[src/hkc_pkg.sv]
// Shared types and constants for the keepalive client table.
// Holds the item and result structs, action and status codes, default sizes.
// No dependencies.
`default_nettype none

package hkc_pkg;

    localparam int TABLE_ENTRIES_DEF = 16;
    localparam int ID_BITS_DEF       = 32;
    localparam int ACTION_W          = 3;
    localparam int CLIENT_ID_W       = 32;
    localparam int STATUS_W          = 2;

    typedef enum logic [ACTION_W-1:0] {
        ACT_REGISTER        = 3'd0,
        ACT_HELLO           = 3'd1,
        ACT_QUERY_ACTIVE    = 3'd2,
        ACT_QUERY_CONTAINED = 3'd3,
        ACT_TICK            = 3'd4
    } action_t;

    typedef enum logic [STATUS_W-1:0] {
        ST_OK         = 2'd0,
        ST_NOT_FOUND  = 2'd1,
        ST_TABLE_FULL = 2'd2
    } status_t;

    typedef struct packed {
        logic [ACTION_W-1:0]    action;
        logic [CLIENT_ID_W-1:0] client_id;
    } cmd_t;

    typedef struct packed {
        status_t status;
        logic    is_active;
        logic    is_present;
    } result_t;

endpackage

`default_nettype wire

[src/hkc_table.sv]
// Client table: valid bits, ids and hello flags, matched in parallel.
// Applies one item per cycle and gives its result combinationally.
// Depends on hkc_pkg.
`default_nettype none

module hkc_table #(
    parameter int ENTRIES = 16,
    parameter int KEY_W   = 32
) (
    input  wire logic                             clk,
    input  wire logic                             rst_n,
    input  wire logic                             cmd_valid,
    input  wire logic [hkc_pkg::ACTION_W-1:0]     action,
    input  wire logic [KEY_W-1:0]                 key,
    output hkc_pkg::result_t                      resp
);
    import hkc_pkg::*;

    logic [ENTRIES-1:0] valid_reg, valid_next;
    logic [ENTRIES-1:0] hello_reg, hello_next;
    logic [ENTRIES-1:0] before_reg, before_next;
    logic [KEY_W-1:0]   id_reg [ENTRIES];
    logic [ENTRIES-1:0] id_wr;

    logic [ENTRIES-1:0] match;
    logic [ENTRIES-1:0] match_oh;
    logic [ENTRIES-1:0] free_oh;
    logic [ENTRIES-1:0] target;
    logic               hit;
    logic               full;

    always_comb
    begin
        for (int i = 0; i < ENTRIES; i++)
        begin
            match[i] = valid_reg[i] && (id_reg[i] == key);
        end
    end

    assign match_oh = match & (~match + ENTRIES'(1));
    assign free_oh  = ~valid_reg & (valid_reg + ENTRIES'(1));
    assign hit      = |match;
    assign full     = &valid_reg;
    assign target   = hit ? match_oh : free_oh;

    always_comb
    begin
        valid_next  = valid_reg;
        hello_next  = hello_reg;
        before_next = before_reg;
        id_wr       = '0;
        resp        = '{status: ST_OK, is_active: 1'b0, is_present: 1'b0};
        if (cmd_valid)
        begin
            unique case (action) inside
                ACT_REGISTER:
                begin
                    if (!hit && full)
                    begin
                        resp.status = ST_TABLE_FULL;
                    end
                    else
                    begin
                        valid_next      = valid_reg | target;
                        hello_next      = hello_reg & ~target;
                        before_next     = before_reg & ~target;
                        id_wr           = target;
                        resp.is_present = 1'b1;
                    end
                end
                ACT_HELLO, ACT_QUERY_ACTIVE, ACT_QUERY_CONTAINED:
                begin
                    if (!hit)
                    begin
                        resp.status = ST_NOT_FOUND;
                    end
                    else
                    begin
                        resp.is_present = 1'b1;
                        if (action == ACT_HELLO)
                        begin
                            hello_next     = hello_reg | match_oh;
                            before_next    = before_reg | match_oh;
                            resp.is_active = 1'b1;
                        end
                        else
                        begin
                            resp.is_active = |(match_oh & before_reg);
                        end
                    end
                end
                ACT_TICK:
                begin
                    hello_next  = hello_reg & ~valid_reg;
                    before_next = before_reg & ~(valid_reg & ~hello_reg);
                    valid_next  = valid_reg & (hello_reg | before_reg);
                end
                default:
                begin
                end
            endcase
        end
    end

    always_ff @(posedge clk or negedge rst_n)
    begin
        if (!rst_n)
        begin
            valid_reg  <= '0;
            hello_reg  <= '0;
            before_reg <= '0;
        end
        else
        begin
            valid_reg  <= valid_next;
            hello_reg  <= hello_next;
            before_reg <= before_next;
        end
    end

    always_ff @(posedge clk)
    begin
        for (int i = 0; i < ENTRIES; i++)
        begin
            if (id_wr[i])
            begin
                id_reg[i] <= key;
            end
        end
    end

endmodule

`default_nettype wire

[src/hello_keepalive_client_table.sv]
// Keepalive client table, top level: input register, table, result register.
// An accepted item is held in the input register, and its result is registered after the table.
// Throughput: one item per cycle; busy stays low.
// The result shows for one cycle with done high; the receiver cannot stall.
// Reset clears all valid bits and hello flags at once; ids need no reset.
// Depends on hkc_pkg and hkc_table.
`default_nettype none

module hello_keepalive_client_table #(
    parameter int TABLE_ENTRIES = hkc_pkg::TABLE_ENTRIES_DEF,
    parameter int ID_BITS       = hkc_pkg::ID_BITS_DEF
) (
    input  wire logic          clk,
    input  wire logic          rst_n,
    input  wire logic          start,
    input  wire hkc_pkg::cmd_t cmd,
    output      logic          busy,
    output      logic          done,
    output hkc_pkg::result_t   result
);
    import hkc_pkg::*;

    localparam int KEY_W = (ID_BITS < CLIENT_ID_W) ? ID_BITS : CLIENT_ID_W;

    logic    cmd_valid_reg;
    cmd_t    cmd_reg;
    logic    done_reg;
    result_t result_reg;
    result_t resp;

    assign busy = 1'b0;

    hkc_table #(
        .ENTRIES (TABLE_ENTRIES),
        .KEY_W   (KEY_W)
    ) u_table (
        .clk       (clk),
        .rst_n     (rst_n),
        .cmd_valid (cmd_valid_reg),
        .action    (cmd_reg.action),
        .key       (cmd_reg.client_id[KEY_W-1:0]),
        .resp      (resp)
    );

    always_ff @(posedge clk or negedge rst_n)
    begin
        if (!rst_n)
        begin
            cmd_valid_reg <= 1'b0;
            done_reg      <= 1'b0;
        end
        else
        begin
            cmd_valid_reg <= start && !busy;
            done_reg      <= cmd_valid_reg;
        end
    end

    always_ff @(posedge clk)
    begin
        if (start && !busy)
        begin
            cmd_reg <= cmd;
        end
        if (cmd_valid_reg)
        begin
            result_reg <= resp;
        end
    end

    assign done   = done_reg;
    assign result = result_reg;

endmodule

`default_nettype wire

[config.mk]
export PLATFORM = sky130hd
export DESIGN_NAME = hello_keepalive_client_table
export DESIGN_NICKNAME = d
export VERILOG_FILES = /design/src/hkc_pkg.sv /design/src/hkc_table.sv /design/src/hello_keepalive_client_table.sv
export SDC_FILE = /design/constraint.sdc
export NUM_CORES = 2
export LEC_CHECK = 0
export BUFFER_PORTS_ARGS = -buffer_cell sky130_fd_sc_hd__buf_4
export CORE_MARGIN = 3
export CORE_UTILIZATION = 55
export CTS_CLUSTER_DIAMETER = 200
export DETAILED_ROUTE_END_ITERATION = 10
export PLACE_DENSITY = 0.72
export SLEW_MARGIN = 25
export SYNTH_ARGS = -nofsm -noshare
export SYNTH_HDL_FRONTEND = slang
export SYNTH_SLANG_ARGS = --single-unit
[constraint.sdc]
create_clock -name clk -period 11.7 [get_ports clk]
set_input_delay 0.585 -clock clk [delete_from_list [all_inputs] [get_ports clk]]
set_output_delay 0.585 -clock clk [all_outputs]
set_load 0.02 [all_outputs]
## Word-level counts from Yosys, hierarchy flattened

Memories as Yosys holds them, arrays and structs flattened.
Index checks and enable logic that the tools add are counted.

- Register bits: 89
- Bits in writable memories: 512
- Input port bits: 38
- Memories: 1

Memories:

| name | depth | width | rd ports | clocked after memory_dff | write ports | RTL line | text |
|---|---|---|---|---|---|---|---|
| u_table.id_reg | 16 | 32 | 16 | 0 | 1 | hkc_table.sv:22 | `logic [KEY_W-1:0] id_reg [ENTRIES];` |

- Add/subtract/negate cells: 2
- Equality and inequality tests: 23
- Mux-type cells: 98
- Bitwise operators: 18
- Reductions and logical operators: 43

Operators by type and width:

| kind | number |
|---|---|
| $eq 32x32->1 | 16 |
| $mux 32 | 15 |
| $reduce_or 32->1 | 15 |
| $mux 16 | 11 |
| $and 16x16->16 | 9 |
| $pmux 16 s3 | 2 |
| $not 16->16 | 5 |
| $or 16x16->16 | 4 |
| $mux 4 | 15 |
| $mux 1 | 51 |
| $add 16x1->16 const B | 2 |
| $pmux 16 s2 | 1 |
| $reduce_or 16->1 | 2 |
| $logic_and 1x1->1 | 17 |
| $reduce_and 16->1 | 1 |
| $eq 3x2->1 const B | 2 |
| $reduce_and 5->1 | 1 |
| $ne 2x1->1 const B | 2 |
| $pmux 2 s2 | 1 |
| $eq 3x1->1 const B | 1 |
| $eq 3x3->1 const B | 1 |
| $logic_not 3->1 | 1 |
| $reduce_and 3->1 | 1 |
| $reduce_bool 3->1 | 1 |
| 7 further kinds | 7 |

## Depth between registers and ports, before layout

An unclocked memory read counts as a cell.

- Word-level depth: 28
- Depth in mapped cells: 13
- Depth with buffers taken out: 9

## Cells and area by module

Synthesis repeated with hierarchy kept, for this count alone.

- Cells, all modules: 1984
- Area, all modules: 27702.8 um2

Modules (own cells, without submodules):

| module | instances | cells an instance | area each (um2) |
|---|---|---|---|
| hkc_table | 1 | 1941 | 26470.4 |
| hello_keepalive_client_table | 1 | 43 | 1232.4 |

## Least setup slack after synthesis

No wires, ideal clock.

- Kind: flip-flop to flip-flop
- Start: reg cmd_reg[30] in the netlist's numbering
- End: mem u_table.id_reg[15][0], in the netlist u_table.id_reg[1][224] (enable)
- Setup time: 464 ps
- Data arrival time: 4885 ps
- Path slack: 6351 ps
- Stages on the path, launching flop included: 12
- Cell sequence: edfxtp_1 buf_4 buf_4 xor2_1 nor4_1 nand4_1 o41ai_1 or3_1 buf_2 o21ai_1 buf_2 nor3_1

- Elaborated cells between the ends (all ways): 119
- Classes of those cells: add/sub (1); eq/ne (16); mux (66); bitwise (2); reduce/logical (34)

RTL lines:

| what | RTL line | text |
|---|---|---|
| from (decl) | hello_keepalive_client_table.sv:26 | `cmd_t cmd_reg;` |
| from (signal assigned) | hello_keepalive_client_table.sv:63 | `cmd_reg <= cmd;` |
| $eq 32x32->1 | hkc_table.sv:36 | `match[i] = valid_reg[i] && (id_reg[i] == key);` |
| $logic_and 1x1->1 | hkc_table.sv:36 |  |
| $not 16->16 | hkc_table.sv:40 | `assign match_oh = match & (~match + ENTRIES'(1));` |
| $add 16x1->16 | hkc_table.sv:40 |  |
| $and 16x16->16 | hkc_table.sv:40 |  |
| $mux 16 | hkc_table.sv:44 | `assign target = hit ? match_oh : free_oh;` |
| $mux 16 * | hkc_table.sv:58 | `if (!hit && full)` |
| $mux 16 * | hkc_table.sv:55 | `unique case (action) inside` |
| $mux 16 * | hkc_table.sv:53 | `if (cmd_valid)` |
| named net u_table.id_wr[15] | hkc_table.sv:23 | `logic [ENTRIES-1:0] id_wr;` |
| $mux 1 * | hkc_table.sv:125 | `if (id_wr[i])` |
| $mux 1 (not written as such) * | hkc_table.sv:127 | `id_reg[i] <= key;` |
| $reduce_or 32->1 (no line) | - |  |
| $mux 4 (no line) or $mux 1 (tied branches) | - |  |
| to (decl) | hkc_table.sv:22 |  |

Mark *: on every way through the listed nets, which the timed path passes. The rest lies on a longest branch.

## Worst setup path in the final report

- Start: reg cmd_reg[15] in the netlist's numbering
- End: mem u_table.id_reg[3][27], in the netlist u_table.id_reg[0][123] (enable)

- Elaborated cells between the ends (all ways): 119
- Classes of those cells: add/sub (1); eq/ne (16); mux (66); bitwise (2); reduce/logical (34)

RTL lines:

| what | RTL line |
|---|---|
| $eq 32x32->1 | hkc_table.sv:36 |
| $logic_and 1x1->1 | hkc_table.sv:36 |
| $not 16->16 | hkc_table.sv:40 |
| $add 16x1->16 | hkc_table.sv:40 |
| $and 16x16->16 | hkc_table.sv:40 |
| $mux 16 | hkc_table.sv:44 |
| $mux 16 * | hkc_table.sv:58 |
| $mux 16 * | hkc_table.sv:55 |
| $mux 16 * | hkc_table.sv:53 |
| named net u_table.id_wr[3] | hkc_table.sv:23 |
| $mux 1 * | hkc_table.sv:125 |
| $mux 1 (not written as such) * | hkc_table.sv:127 |
| $reduce_or 32->1 (no line) | - |
| $mux 4 (no line) or $mux 1 (tied branches) (13 in a row) | - |

Marked as above.

==> results.cfg <==
[status]
outcome = completed

[routing]
via_per_inst = 6.33
ant_nets = 0
dr_wl_met3_mm = 6.89
drc = 0
drt-initial-drc-count = 2149
via_count = 17700
wl_per_cell_um = 26.0
wl_mm = 72.7
met2WireLength_mm = 32.2
first_pass_iters = 6
wl_met1_mm = 30.8
top_layer = met4

[timing]
fin_crit_sh = 0.381
setup_ws_ns = 7.24
slew_viol_final = 0
worst_slew_pin_slew_ns = 1.07
timing.fmax_mhz = 224
setup_viol = 0
tns_ns = 0
hold_viol = 0
max_slew_margin = 0.283
fin_worst_skew_ns = 0.0290
period_minus_slack_ns = 4.46
rsz0062_at_grt = false

[worst_setup_path]
critPathRequiredTime_ns = 12.00
slowest_delay_ns = 0.77
end_kind = flip-flop
cp_max_fo = 36
startpoint = cmd_reg[15]$_DFFE_PP_
regToRegSetupSlack_ns = 7.24
crit_top_cell = buf_16
path_class = reg2reg
start_kind = flip-flop
crit-reg2reg-launch = cmd_reg[15]$_DFFE_PP_
cp.arrival_ns = 4.76
worst_path_max_delay_cell = o41ai_1
critical_path.cell_chain = buf_4 -> xor2_1 -> nor4_1 -> nand4_1 -> o41ai_1 -> or3_1 -> o21ai_4 -> buf_16 -> a21oi_4 -> buf_16

[clock_tree]
cts_num_sinks = 601
worstSkewPairLatency_ns = 0.62
root_buffer = clkbuf_16
cts-resized-gates = 0
post_cts_buffers = 0
cts_max_level = 3
numCtsBuffers = 66
cts_tree = built
ctsHoldBuffers = 0
clock_path_buffers = 3
path_clk_slew_ns = 0.06

[placed_design]
dpl.hpwl_mm = 42.5
place_area_sq_um = 28700
pre_cts_slack_ns = 7.10
numPortBuffers = 42
gp_congestion = 0.880

[synthesis]
synth_warnings = 0
synth-seq-area-share = 0.644
netlist_instances = 2003
syn-cell-area_sq_um = 27600
synth_fp_nets = 2041
avgSynthCellArea_sq_um = 13.8
synth_edf_count = 551
synthArstFlopShare = 0.0832
ys_ff_latch = 601
synth_area_leader_cell = edfxtp_1
ys_types = 78
synth_area_leaders = edfxtp_1 60%, xnor2_1 9.2%, xor2_1 6.1%
synth.top_cell.area_share = 0.598
synth_ff_type = edfxtp_1

[global_route]
antenna_found_initial = 1
grt_max_degree = 51
grt_first_pass_wirelength_mm = 109
grt-ovfl-total = 0
grt_pass1_vias = 17800
grtUsageTotal = 0.273

[power_and_ir_drop]
totalPowerFinal_mw = 4.86
p_per_area_nw_per_um2 = 157
p_leak_nw = 9.95
vdd_drop_max_uv = 136

[cells_and_area]
layout_commonest_cell = edfxtp_1
layout-drive-gt1-share = 0.106
largest_reg_flops = 512
finish.net_count = 2118
design_area_sq_um = 30900
syn_to_final_growth_pct = 11.9
layout_common_cells = 551 x edfxtp_1, 290 x xnor2_1, 194 x xor2_1
diodes = 0

[floorplan]
die_y_um = 230
start_util = 0.561
die_area_sq_um = 53000
core_area_sq_um = 49300
die_w_um = 230
rows = 81
io_pins = 44

[min_path]
hp-class = in2async

[flow_run]
max-cap-violations = 0
critical path: cells and delay by family (launching register included):
| kind | cells | cell delay, ns |
|---|---|---|
| compound gates | 3 | 1.51 |
| xor+xnor | 1 | 0.18 |
| buf+inv | 3 | 1.08 |
| flops | 1 | 0.33 |
| simple gates | 3 | 1.02 |
cells in the mapped netlist, types with 21 or more instances:
library cell	number
a21oi_1	30
xor2_1	194
nand3_1	49
buf_4	45
edfxtp_1	551
nor4_1	114
nor2_1	74
nor3_1	35
nand2b_1	67
o21ai_0	21
buf_2	22
dfrtp_1	50
xnor2_1	290
inv_1	23
nand2_1	75
nand4_1	134
per-layer routing:
layer / vias up / track usage
met3: 186 / 0.0554
met2: 933 / 0.408
li1: 7728 / -
met5: - / 0
met1: 8838 / 0.394
met4: 0 / 0.111
power by group:
part / switching (mW) / total, mW / internal [mW]
logic: 0.316 / 0.456 / 0.140
registers: 0.0306 / 2.43 / 2.40
clock network: 0.836 / 1.97 / 1.14
total: 1.18 / 4.86 / 3.68
final cells by class:
class / instances / area (sq um)
timing repair buffer: 97 / 868
multi-input combinational: 1291 / 9320
sequential: 601 / 17800
inverter: 23 / 86.3
clock buffer: 88 / 1820
tap: 664 / 831
clock inverter: 29 / 226
fill: 3715 / 18300
per-stage QoR:
stage | cells | util | hold slack (ns)
finish | 2793 | 0.628 | 0.0233
global route | 2793 | 0.628 | 0.0553
CTS | 2786 | 0.624 | 0.0249
detailed placement | 2669 | 0.583 | 0.508
global placement | 2669 | 0.583 | 0.490
floorplan | 2003 | - | 0.289
worst paths after layout:
check,to,cells after the start
setup / recovery,u_table.id_reg[0][123]$_DFFE_PP_,10
hold / removal,u_table.valid_reg[9]$_DFFE_PN0P_,1
hold reg to reg,u_table.hello_reg[7]$_DFFE_PN0P_,1
min in group clk,cmd_reg[12]$_DFFE_PP_,1
setup reg to reg,u_table.id_reg[0][123]$_DFFE_PP_,10
max in group asynchronous,u_table.before_reg[6]$_DFFE_PN0P_,1
cells by family after synthesis:
group | synth area share
AO/OA/AOI/OAI | 0.0363
AND/OR/NAND/NOR | 0.143
flip-flops | 0.644
other | 0.000136
XOR/XNOR | 0.153
multiplexers | 0.000724
buffers and inverters | 0.0230
Power figures use the tool's default switching activity.
